===== src/hw/rtl/i2a_pkg.sv =====
// shared types and constants for the integer to ascii converter
// no dependencies; imported by i2a_front, i2a_back and the top level

package i2a_pkg;

   localparam int DEC_DIGITS = 20;
   localparam int DIGIT_IDX_W = $clog2(DEC_DIGITS);
   localparam int VALUE_W = 64;

   localparam logic [7:0] CHAR_ZERO = 8'h30;
   localparam logic [7:0] CHAR_X = 8'h78;
   localparam logic [7:0] CHAR_A = 8'h61;

   typedef enum logic [1:0] {
      FUNC_DEC32 = 2'd0,
      FUNC_HEX32 = 2'd1,
      FUNC_DEC64 = 2'd2,
      FUNC_HEX64 = 2'd3
   } func_type;

   typedef struct packed {
      logic [1:0] func;
      logic [VALUE_W-1:0] value;
   } req_payload_type;

   typedef struct packed {
      logic [7:0] char_code;
      logic last;
   } rsp_payload_type;

   // classified job handed from front to back
   typedef struct packed {
      logic hex;
      logic wide;
      logic [VALUE_W-1:0] value;
   } job_type;

   typedef logic [DEC_DIGITS-1:0][3:0] digit_vec_type;

   function automatic logic [7:0] digit_char(input logic [3:0] d);
      logic [7:0] c;
      if (d >= 4'd10) begin
         c = CHAR_A + {4'd0, d} - 8'd10;
      end else begin
         c = CHAR_ZERO + {4'd0, d};
      end
      return c;
   endfunction

endpackage


===== src/hw/rtl/i2a_front.sv =====
// front end: accepts items, decodes the mode, masks the value and queues jobs
// depends on i2a_pkg

module i2a_front #(
   parameter int QUEUE_DEPTH = 2
) (
   input  logic                     clock,
   input  logic                     reset,
   input  logic                     req_valid,
   output logic                     req_ready,
   input  i2a_pkg::req_payload_type req_data,
   output logic                     job_valid,
   output i2a_pkg::job_type         job,
   input  logic                     job_pop
);
   import i2a_pkg::*;

   localparam int PTR_W = (QUEUE_DEPTH > 1) ? $clog2(QUEUE_DEPTH) : 1;
   localparam int CNT_W = $clog2(QUEUE_DEPTH + 1);
   localparam logic [PTR_W-1:0] PTR_LAST = PTR_W'(QUEUE_DEPTH - 1);
   localparam logic [CNT_W-1:0] CNT_FULL = CNT_W'(QUEUE_DEPTH);

   job_type queue_ff [QUEUE_DEPTH];
   logic [PTR_W-1:0] wr_ptr_ff, wr_ptr_in;
   logic [PTR_W-1:0] rd_ptr_ff, rd_ptr_in;
   logic [CNT_W-1:0] count_ff, count_in;
   job_type new_job;
   logic push;
   logic pop;

   // mode decode
   always_comb begin
      new_job.value = req_data.value;
      case (req_data.func) inside
         FUNC_HEX32, FUNC_HEX64: new_job.hex = 1'b1;
         default: new_job.hex = 1'b0;
      endcase
      case (req_data.func) inside
         FUNC_DEC64, FUNC_HEX64: new_job.wide = 1'b1;
         default: begin
            new_job.wide = 1'b0;
            new_job.value = {32'd0, req_data.value[31:0]};
         end
      endcase
   end

   assign req_ready = (count_ff != CNT_FULL);
   assign push = req_valid && req_ready;
   assign pop = job_pop && (count_ff != '0);
   assign job_valid = (count_ff != '0);
   assign job = queue_ff[rd_ptr_ff];

   always_comb begin
      wr_ptr_in = wr_ptr_ff;
      rd_ptr_in = rd_ptr_ff;
      count_in = count_ff;
      if (push) begin
         wr_ptr_in = (wr_ptr_ff == PTR_LAST) ? '0 : wr_ptr_ff + 1'b1;
      end
      if (pop) begin
         rd_ptr_in = (rd_ptr_ff == PTR_LAST) ? '0 : rd_ptr_ff + 1'b1;
      end
      if (push && !pop) begin
         count_in = count_ff + 1'b1;
      end else if (pop && !push) begin
         count_in = count_ff - 1'b1;
      end
   end

   always_ff @(posedge clock) begin
      if (reset) begin
         wr_ptr_ff <= '0;
         rd_ptr_ff <= '0;
         count_ff <= '0;
      end else begin
         wr_ptr_ff <= wr_ptr_in;
         rd_ptr_ff <= rd_ptr_in;
         count_ff <= count_in;
      end
   end

   always_ff @(posedge clock) begin
      if (push) begin
         queue_ff[wr_ptr_ff] <= new_job;
      end
   end

endmodule


===== src/hw/rtl/i2a_back.sv =====
// back end: binary to bcd conversion, digit sizing and character output register
// depends on i2a_pkg

module i2a_back (
   input  logic                     clock,
   input  logic                     reset,
   input  logic                     job_valid,
   input  i2a_pkg::job_type         job,
   output logic                     job_pop,
   output logic                     rsp_valid,
   input  logic                     rsp_ready,
   output i2a_pkg::rsp_payload_type rsp_data
);
   import i2a_pkg::*;

   typedef enum logic [5:0] {
      ST_IDLE = 6'b000001,
      ST_CONV = 6'b000010,
      ST_SIZE = 6'b000100,
      ST_PFX0 = 6'b001000,
      ST_PFXX = 6'b010000,
      ST_EMIT = 6'b100000
   } state_type;

   function automatic logic [DEC_DIGITS*4-2:0] d_shift(input digit_vec_type v);
      logic [DEC_DIGITS*4-1:0] flat;
      flat = v;
      return flat[DEC_DIGITS*4-2:0];
   endfunction

   // eight shift-and-add-3 steps, one source byte msb first
   function automatic digit_vec_type dabble8(input digit_vec_type d, input logic [7:0] b);
      digit_vec_type v;
      v = d;
      for (int i = 0; i < 8; i++) begin
         for (int j = 0; j < DEC_DIGITS; j++) begin
            if (v[j] >= 4'd5) begin
               v[j] = v[j] + 4'd3;
            end
         end
         v = digit_vec_type'({d_shift(v), b[7-i]});
      end
      return v;
   endfunction

   state_type state_ff, state_in;
   digit_vec_type digits_ff, digits_in;
   logic [VALUE_W-1:0] src_ff, src_in;
   logic [2:0] step_ff, step_in;
   logic hex_ff, hex_in;
   logic [DIGIT_IDX_W-1:0] idx_ff, idx_in;
   logic rsp_valid_ff, rsp_valid_in;
   rsp_payload_type rsp_data_ff, rsp_data_in;
   logic [DIGIT_IDX_W-1:0] top_idx;
   logic out_free;

   // highest non-zero digit, zero when the value is zero
   always_comb begin
      top_idx = '0;
      for (int j = 0; j < DEC_DIGITS; j++) begin
         if (digits_ff[j] != 4'd0) begin
            top_idx = DIGIT_IDX_W'(j);
         end
      end
   end

   assign out_free = !rsp_valid_ff || rsp_ready;

   always_comb begin
      state_in = state_ff;
      digits_in = digits_ff;
      src_in = src_ff;
      step_in = step_ff;
      hex_in = hex_ff;
      idx_in = idx_ff;
      rsp_valid_in = rsp_valid_ff && !rsp_ready;
      rsp_data_in = rsp_data_ff;
      job_pop = 1'b0;
      case (state_ff)
         ST_IDLE: begin
            if (job_valid) begin
               job_pop = 1'b1;
               hex_in = job.hex;
               step_in = job.wide ? 3'd7 : 3'd3;
               src_in = job.wide ? job.value : {job.value[31:0], 32'd0};
               if (job.hex) begin
                  digits_in = digit_vec_type'({16'd0, job.value});
                  state_in = ST_SIZE;
               end else begin
                  digits_in = '0;
                  state_in = ST_CONV;
               end
            end
         end
         ST_CONV: begin
            digits_in = dabble8(digits_ff, src_ff[VALUE_W-1 -: 8]);
            src_in = {src_ff[VALUE_W-9:0], 8'd0};
            step_in = step_ff - 3'd1;
            if (step_ff == 3'd0) begin
               state_in = ST_SIZE;
            end
         end
         ST_SIZE: begin
            idx_in = top_idx;
            state_in = hex_ff ? ST_PFX0 : ST_EMIT;
         end
         ST_PFX0: begin
            if (out_free) begin
               rsp_valid_in = 1'b1;
               rsp_data_in.char_code = CHAR_ZERO;
               rsp_data_in.last = 1'b0;
               state_in = ST_PFXX;
            end
         end
         ST_PFXX: begin
            if (out_free) begin
               rsp_valid_in = 1'b1;
               rsp_data_in.char_code = CHAR_X;
               rsp_data_in.last = 1'b0;
               state_in = ST_EMIT;
            end
         end
         ST_EMIT: begin
            if (out_free) begin
               rsp_valid_in = 1'b1;
               rsp_data_in.char_code = digit_char(digits_ff[idx_ff]);
               rsp_data_in.last = (idx_ff == '0);
               if (idx_ff == '0) begin
                  state_in = ST_IDLE;
               end else begin
                  idx_in = idx_ff - 1'b1;
               end
            end
         end
         default: begin
            state_in = ST_IDLE;
         end
      endcase
   end

   always_ff @(posedge clock) begin
      if (reset) begin
         state_ff <= ST_IDLE;
         rsp_valid_ff <= 1'b0;
      end else begin
         state_ff <= state_in;
         rsp_valid_ff <= rsp_valid_in;
      end
   end

   always_ff @(posedge clock) begin
      digits_ff <= digits_in;
      src_ff <= src_in;
      step_ff <= step_in;
      hex_ff <= hex_in;
      idx_ff <= idx_in;
      rsp_data_ff <= rsp_data_in;
   end

   assign rsp_valid = rsp_valid_ff;
   assign rsp_data = rsp_data_ff;

endmodule


===== src/hw/rtl/integer_to_ascii_converter.sv =====
// integer to ascii converter: top level joining the front end queue and the back end
// depends on i2a_pkg, i2a_front and i2a_back

// Each item carries a 64-bit unsigned value and a mode (decimal or hex, 32 or
// 64 bits); the block answers with one item per ascii character, most
// significant digit first, with last set on the final character. Decimal has
// no leading zeros and zero prints as "0"; hex is lower case with a "0x"
// prefix, leading zero nibbles dropped, and zero prints as "0x0". In the 32-bit
// modes bits 63..32 are ignored. The front end takes items into a small queue
// (QUEUE_DEPTH entries) so the input keeps flowing while the back end works.
// The back end handles one item at a time: it takes the item from the queue,
// then for decimal a shift-and-add-3 unit eats 8 value bits a cycle, a sizing
// step finds the leading digit, and then one character a cycle goes out through
// the output register while the receiver keeps up (hex skips the conversion
// unit and sends the "0x" prefix first). The character output and the
// conversion unit set the time per item.

module integer_to_ascii_converter #(
   parameter int QUEUE_DEPTH = 2
) (
   input  logic                     clock,
   input  logic                     reset,
   input  logic                     req_valid,
   output logic                     req_ready,
   input  i2a_pkg::req_payload_type req_data,
   output logic                     rsp_valid,
   input  logic                     rsp_ready,
   output i2a_pkg::rsp_payload_type rsp_data
);
   import i2a_pkg::*;

   // classified job between front and back
   job_type job;
   logic job_valid;
   logic job_pop;

   // accept, decode mode, mask value, queue
   i2a_front #(
      .QUEUE_DEPTH(QUEUE_DEPTH)
   ) u_front (
      .clock(clock),
      .reset(reset),
      .req_valid(req_valid),
      .req_ready(req_ready),
      .req_data(req_data),
      .job_valid(job_valid),
      .job(job),
      .job_pop(job_pop)
   );

   // convert and emit characters
   i2a_back u_back (
      .clock(clock),
      .reset(reset),
      .job_valid(job_valid),
      .job(job),
      .job_pop(job_pop),
      .rsp_valid(rsp_valid),
      .rsp_ready(rsp_ready),
      .rsp_data(rsp_data)
   );

endmodule


===== config.mk =====
export PLATFORM = sky130hd
export DESIGN_NAME = integer_to_ascii_converter
export DESIGN_NICKNAME = d
export VERILOG_FILES = /design/src/hw/rtl/i2a_pkg.sv /design/src/hw/rtl/i2a_front.sv /design/src/hw/rtl/i2a_back.sv /design/src/hw/rtl/integer_to_ascii_converter.sv
export SDC_FILE = /design/constraint.sdc
export NUM_CORES = 1
export LEC_CHECK = 0
export ABC_AREA = 1
export BUFFER_PORTS_ARGS = -buffer_cell sky130_fd_sc_hd__buf_2
export CAP_MARGIN = 20
export CORE_AREA = 2 2 195 274
export DETAILED_ROUTE_END_ITERATION = 8
export DIE_AREA = 0 0 197 276
export PLACE_DENSITY = 0.8
export REMOVE_ABC_BUFFERS = 1
export SYNTH_ARGS = -nofsm -noshare
export SYNTH_HDL_FRONTEND = slang
export SYNTH_HIERARCHICAL = 1
export SYNTH_SLANG_ARGS = --single-unit

===== constraint.sdc =====
create_clock -name clock -period 30.9 [get_ports clock]
set_input_delay 6.18 -clock clock [delete_from_list [all_inputs] [get_ports clock]]
set_output_delay 6.18 -clock clock [all_outputs]
set_load 0.02 [all_outputs]

## Word-level counts from Yosys, hierarchy flattened

Memories as Yosys holds them, arrays and structs flattened. A register that Yosys moved wholly into a read port is not among the register bits.
Cells that the tools add are included.

- Output and inout port bits: 11
- Memories: 1
- RAM bits: 132
- Register bits after elaboration: 173
- Input bits: 70

Memories:

| memory | words | width | read ports | clocked after Yosys merged registers in | write ports | RTL line | source |
|---|---|---|---|---|---|---|---|
| u_front.queue_ff | 2 | 66 | 1 | 1 | 1 | i2a_front.sv:23 | `job_type queue_ff [QUEUE_DEPTH];` |

- Multiplexer cells: 362
- $lt $le $gt $ge: 162
- Eq/ne operators: 17
- Add/sub/neg operators: 169
- Reductions and logical operators: 44

Operators with widths:

| cell | count |
|---|---|
| $mux 4 | 294 |
| $ge 4x3->1 const B | 160 |
| $add 4x2->4 const B | 152 |
| $mux 64 | 4 |
| $pmux 80 s2 | 1 |
| $pmux 64 s2 | 1 |
| $mux 80 | 1 |
| $reduce_bool 4->1 | 19 |
| $mux 3 | 22 |
| $mux 6 | 7 |
| $pmux 6 s6 | 1 |
| $mux 5 | 6 |
| $mux 9 | 3 |
| $pmux 9 s3 | 1 |
| $add 3x2->3 const B | 8 |
| $bmux 4 s5 | 1 |
| $mux 1 | 13 |
| $ne 2x1->1 const B | 5 |
| $pmux 5 s2 | 1 |
| $add 7x4->8 const A | 1 |
| $mux 2 | 4 |
| $mux 8 | 1 |
| $reduce_bool 2->1 | 4 |
| $sub 8x4->8 const B | 1 |
| other kinds (30) | 43 |

## Depth between registers and ports, before layout

- Depth after elaboration: 24
- Mapped depth: 57
- Mapped depth without buffers: 57

## Hierarchy

The synthesis kept the hierarchy.

By module, submodules not included:

| module | area an instance (um^2) | sequential area each (um^2) | instances | cells each |
|---|---|---|---|---|
| i2a_back | 25,528.2 | 4,974.8 | 1 | 4,090 |
| i2a_front | 5,429.0 | 4,063.9 | 1 | 312 |

## Worst setup path after synthesis

No wires, ideal clock.

- Kind: register -> register
- From: register u_back.state_ff[4]
- To: register u_back/digits_ff[0] (netlist name) (enable)
- Setup slack: 19,111 ps
- Clock period less this slack: 11,789 ps
- Stages on the path, launching flop included: 4
- Data arrival time: 10,932 ps
- Path buffers: 0
- Data required time: 30,043 ps
- Path through: dfxtp_1 -> nor2_1 -> nand4_1 -> o21ai_0

- Longest elaborated chain between the ends: 3
- Elaborated cells on any way between the ends: 5

Ends and longest elaborated chain:

| what | RTL line | source |
|---|---|---|
| from (decl) | i2a_back.sv:46 | `state_type state_ff, state_in;` |
| from (signal assigned) | i2a_back.sv:146 | `state_ff <= state_in;` |
| $eq 6x1->1 / $eq 6x2->1 (equally long branches) | i2a_back.sv:79 | `case (state_ff)` |
| $ne 2x2->1 (no source line) / $reduce_bool 2->1 (equally long branches) | - |  |
| $reduce_and 2->1 (no source line) (*) | - |  |
| to (signal assigned) | i2a_back.sv:152 | `digits_ff <= digits_in;` |
| to (decl) | i2a_back.sv:47 | `digit_vec_type digits_ff, digits_in;` |

Mark *: on every way between the ends. The rest lies on a longest branch, timed or not.
A chain may end at the register's enable or synchronous reset.

## Worst setup path in the final report

- From: input req_valid
- To: memory u_front/queue_ff[0][49] (netlist name) (enable)

- Longest elaborated chain between the ends: 3

Ends and longest elaborated chain:

| what | RTL line | source |
|---|---|---|
| from (decl) | integer_to_ascii_converter.sv:23 | `input logic req_valid,` |
| $logic_and 1x1->1 | i2a_front.sv:48 | `assign push = req_valid && req_ready;` |
| $mux 1 | i2a_front.sv:83 | `if (push) begin` |
| $mux 1 (implied by the code) | i2a_front.sv:84 | `queue_ff[wr_ptr_ff] <= new_job;` |
| to (decl) | i2a_front.sv:23 |  |

No other way between the ends.

==> results.sh <==
export IMPL_status="completed"
export IMPL_crit_required_ps=31060
export IMPL_std_cell_rows=99
export IMPL_muxShareOfSynthArea_pct=2.92
export IMPL_cts_tree="yes"
export IMPL_cts_root_buf="clkbuf_16"
export IMPL_hpwlAfterDp_microns=57500
export IMPL_synthCells=4402
export IMPL_finalNetCount=4713
export IMPL_grt_max_degree=87
export IMPL_io_pins=81
export IMPL_wl_per_cell_microns=14.3
export IMPL_die_area_sq_um=54400
export IMPL_cap_violations=0
export IMPL_use_met1_pct=29.2
export IMPL_grt_pass1_wl_microns=120000
export IMPL_area_delta_synth_final_pct=6.83
export IMPL_ctsResizeCount=0
export IMPL_die_w_microns=197
export IMPL_startpoint_type="primary input"
export IMPL_insertion_delay_ps=540
export IMPL_clk_pin_slew_ps=60
export IMPL_die_h_microns=276
export IMPL_dr_first_iter_drc_count=1592
export IMPL_synth_edf_count=293
export IMPL_cts_hold_buffers=0
export IMPL_initial_core_util_pct=59.8
export IMPL_yosysUniqueCellTypes=67
export IMPL_crit_arrival_ps=7820
export IMPL_fmax_mhz=130
export IMPL_final_antenna_net_count=0
export IMPL_clockBufferDepth=3
export IMPL_grtUsageMet2_pct=50.8
export IMPL_synth_seq_cells=305
export IMPL_drive_above_1_share_pct=16.9
export IMPL_syn_area_sq_um=31000
export IMPL_postCtsSetupBuffers=0
export IMPL_timing_rr_start="u_back/digits_ff[72]$_SDFFCE_PN0P_"
export IMPL_drcViolationCount=0
export IMPL_cts_buffers=34
export IMPL_multi_input_area_sq_um=19000
export IMPL_startpoint="req_valid"
export IMPL_synth_area_leaders="edfxtp_1 (28%), nand2_1 (17%), inv_1 (8.0%)"
export IMPL_synth_most_common_cell="nand2_1"
export IMPL_synthFlopType="edfxtp_1"
export IMPL_grt_pass1_vias=26795
export IMPL_antenna_found_initial=0
export IMPL_setup_tns_ps=0
export IMPL_dr_pass1_iters=6
export IMPL_worst_pin_slew_ps=1110
export IMPL_slew_headroom_pct=26.1
export IMPL_clock_sinks=305
export IMPL_grt_overflow_total=0
export IMPL_rsz0062_at_grt="false"
export IMPL_min_period_ps=7660
export IMPL_setup_viol=0
export IMPL_min_from="u_front/rd_ptr_ff$_SDFFE_PP0P_"
export IMPL_synth_top_area_share_pct=28.4
export IMPL_vias=28343
export IMPL_critical_path_class="primary input to flip-flop"
export IMPL_regArea_sq_um=9040
export IMPL_synth_top_cell_by_area="edfxtp_1"
export IMPL_hold_viol=0
export IMPL_htreeDepth=2
export IMPL_grt_use_met3_pct=2.83
export IMPL_nFillCells=4576
export IMPL_drv_slew=0
export IMPL_synthAdderAreaFrac_pct=6.99
export IMPL_cp_end_kind="flip-flop"
export IMPL_grt_busiest_layer="met2"
export IMPL_core_area_sq_um=51800
export IMPL_synth_simple_gate_area_share_pct=40.9
export IMPL_period_share_pct=24.8
export IMPL_place_gp_congestion=0.911
export IMPL_fin_skew_ps=28.2
export IMPL_io_buffers=79
export IMPL_synth_commonest_cells="nand2_1 (1420), inv_1 (662), nand3_1 (451), edfxtp_1 (293), nand2_2 (221)"
export IMPL_synthXorXnorAreaFrac_pct=1.61
export IMPL_avgSynthCellArea_sq_um=7.03
export IMPL_vias_per_cell=5.50
export IMPL_synth_compound_area_share_pct=8.65
export IMPL_hold_class="flip-flop to flip-flop"
export IMPL_synth_top_family_by_area="simple AND/OR/NAND/NOR gates"
export IMPL_ys_seq_area_share_pct=29.2
export IMPL_grt_usage_pct=26.8
export IMPL_async_reset_ff_share_pct=0
export IMPL_crit_fanout=46
export IMPL_yosysWarnings=6
export IMPL_routed_wl_microns=73700
[cell type report]
type / count / area share [%]
timing repair buffer: 95 / 1.56
multi-input combinational: 3326 / 57.3
inverter: 708 / 8.04
clock inverter: 20 / 0.579
sequential: 305 / 27.3
clock buffer: 38 / 2.68
antenna: 1 / 0.00757
tap: 656 / 2.48
[critical path, stage by stage]
cell,delay (ps)
buf_2,70
nand2_1,150
nor2_4,710
buf_4,650
[cells in the final DEF (no fill, tap or decap), types with 5 or more instances in the layout]
master | Yosys | layout
or2_2 | 13 | 13
nand2_4 | 29 | 29
mux2_2 | 26 | 26
clkbuf_16 | 0 | 35
and2_2 | 8 | 8
nand3b_1 | 22 | 22
clkinv_1 | 2 | 8
nand4_1 | 132 | 132
edfxtp_1 | 293 | 293
buf_2 | 6 | 79
ha_1 | 173 | 173
xor2_1 | 22 | 22
nor2_1 | 113 | 111
a21o_2 | 6 | 6
o211ai_1 | 16 | 16
o21bai_1 | 7 | 7
mux2_4 | 40 | 40
o21ai_1 | 36 | 36
buf_4 | 1 | 16
and2_4 | 22 | 22
nand3_1 | 451 | 451
nand2_2 | 221 | 221
o21ai_2 | 51 | 51
a21oi_1 | 79 | 79
xor2_2 | 12 | 12
nand2_1 | 1420 | 1420
a21o_1 | 40 | 40
o21ai_0 | 155 | 154
a31o_2 | 5 | 5
o22ai_1 | 11 | 11
dfxtp_1 | 12 | 11
and2_1 | 51 | 51
nand3_2 | 115 | 115
inv_1 | 662 | 662
inv_2 | 44 | 44
[worst paths after layout]
| kind | to | slack, ps | depth (start not counted) |
|---|---|---|---|
| min reg2reg | flip-flop | 500 | 2 |
| max reg2reg | u_back/digits_ff[78]$_SDFFCE_PN0P_ | 23530 | 47 |
| max | u_front/queue_ff[0][49]$_DFFE_PP_ | 23240 | 4 |
| min | flip-flop | 500 | 2 |
[stage by stage]
stage	util, %	area [sq um]	std cells	setup WS [ps]	hold slack (ps)
2_1_floorplan	-	30600	4339	7200	465
3_5_place_dp	61.8	32000	5090	22640	492
3_3_place_gp	61.8	32000	5090	22670	479
6_report	63.9	33100	5149	23240	505
5_1_grt	63.9	33100	5148	22670	544
4_1_cts	63.9	33100	5148	23190	504
[cell families (layout without fill, tap and decap cells)]
| group | Yosys count | after routing |
|---|---|---|
| compound gates | 431 | 431 |
| mux | 67 | 67 |
| buf+inv | 771 | 861 |
| other cells | 1 | 2 |
| xor+xnor | 41 | 41 |
| fa+ha+maj | 173 | 173 |
| flops | 305 | 305 |
| simple gates | 2613 | 2613 |
[layer usage]
| layer | vias to the layer above | part of all wire, % |
|---|---|---|
| met5 | - | 0 |
| met2 | 695 | 51 |
| li1 | 14549 | - |
| met3 | 207 | 4.7 |
| met1 | 12892 | 39 |
| met4 | 0 | 5.2 |
[flip-flops by register name, summed over array words and instances (netlist names), named ones only]
| signal | count |
|---|---|
| u_front/queue_ff | 132 |
| u_back/digits_ff | 80 |
| u_back/src_ff | 64 |
| u_back/rsp_data | 8 |
| u_back/state_ff | 6 |
| u_back/idx_ff | 5 |
| u_back/step_ff | 3 |
| u_front/count_ff | 2 |
| u_back/hex_ff | 1 |
| u_back/rsp_valid | 1 |
| u_front/rd_ptr_ff | 1 |
| u_front/wr_ptr_ff | 1 |
Power is left out: the tool's default activity adds up to more than one toggle a clock period on the data nets, which glitch-free logic cannot reach.
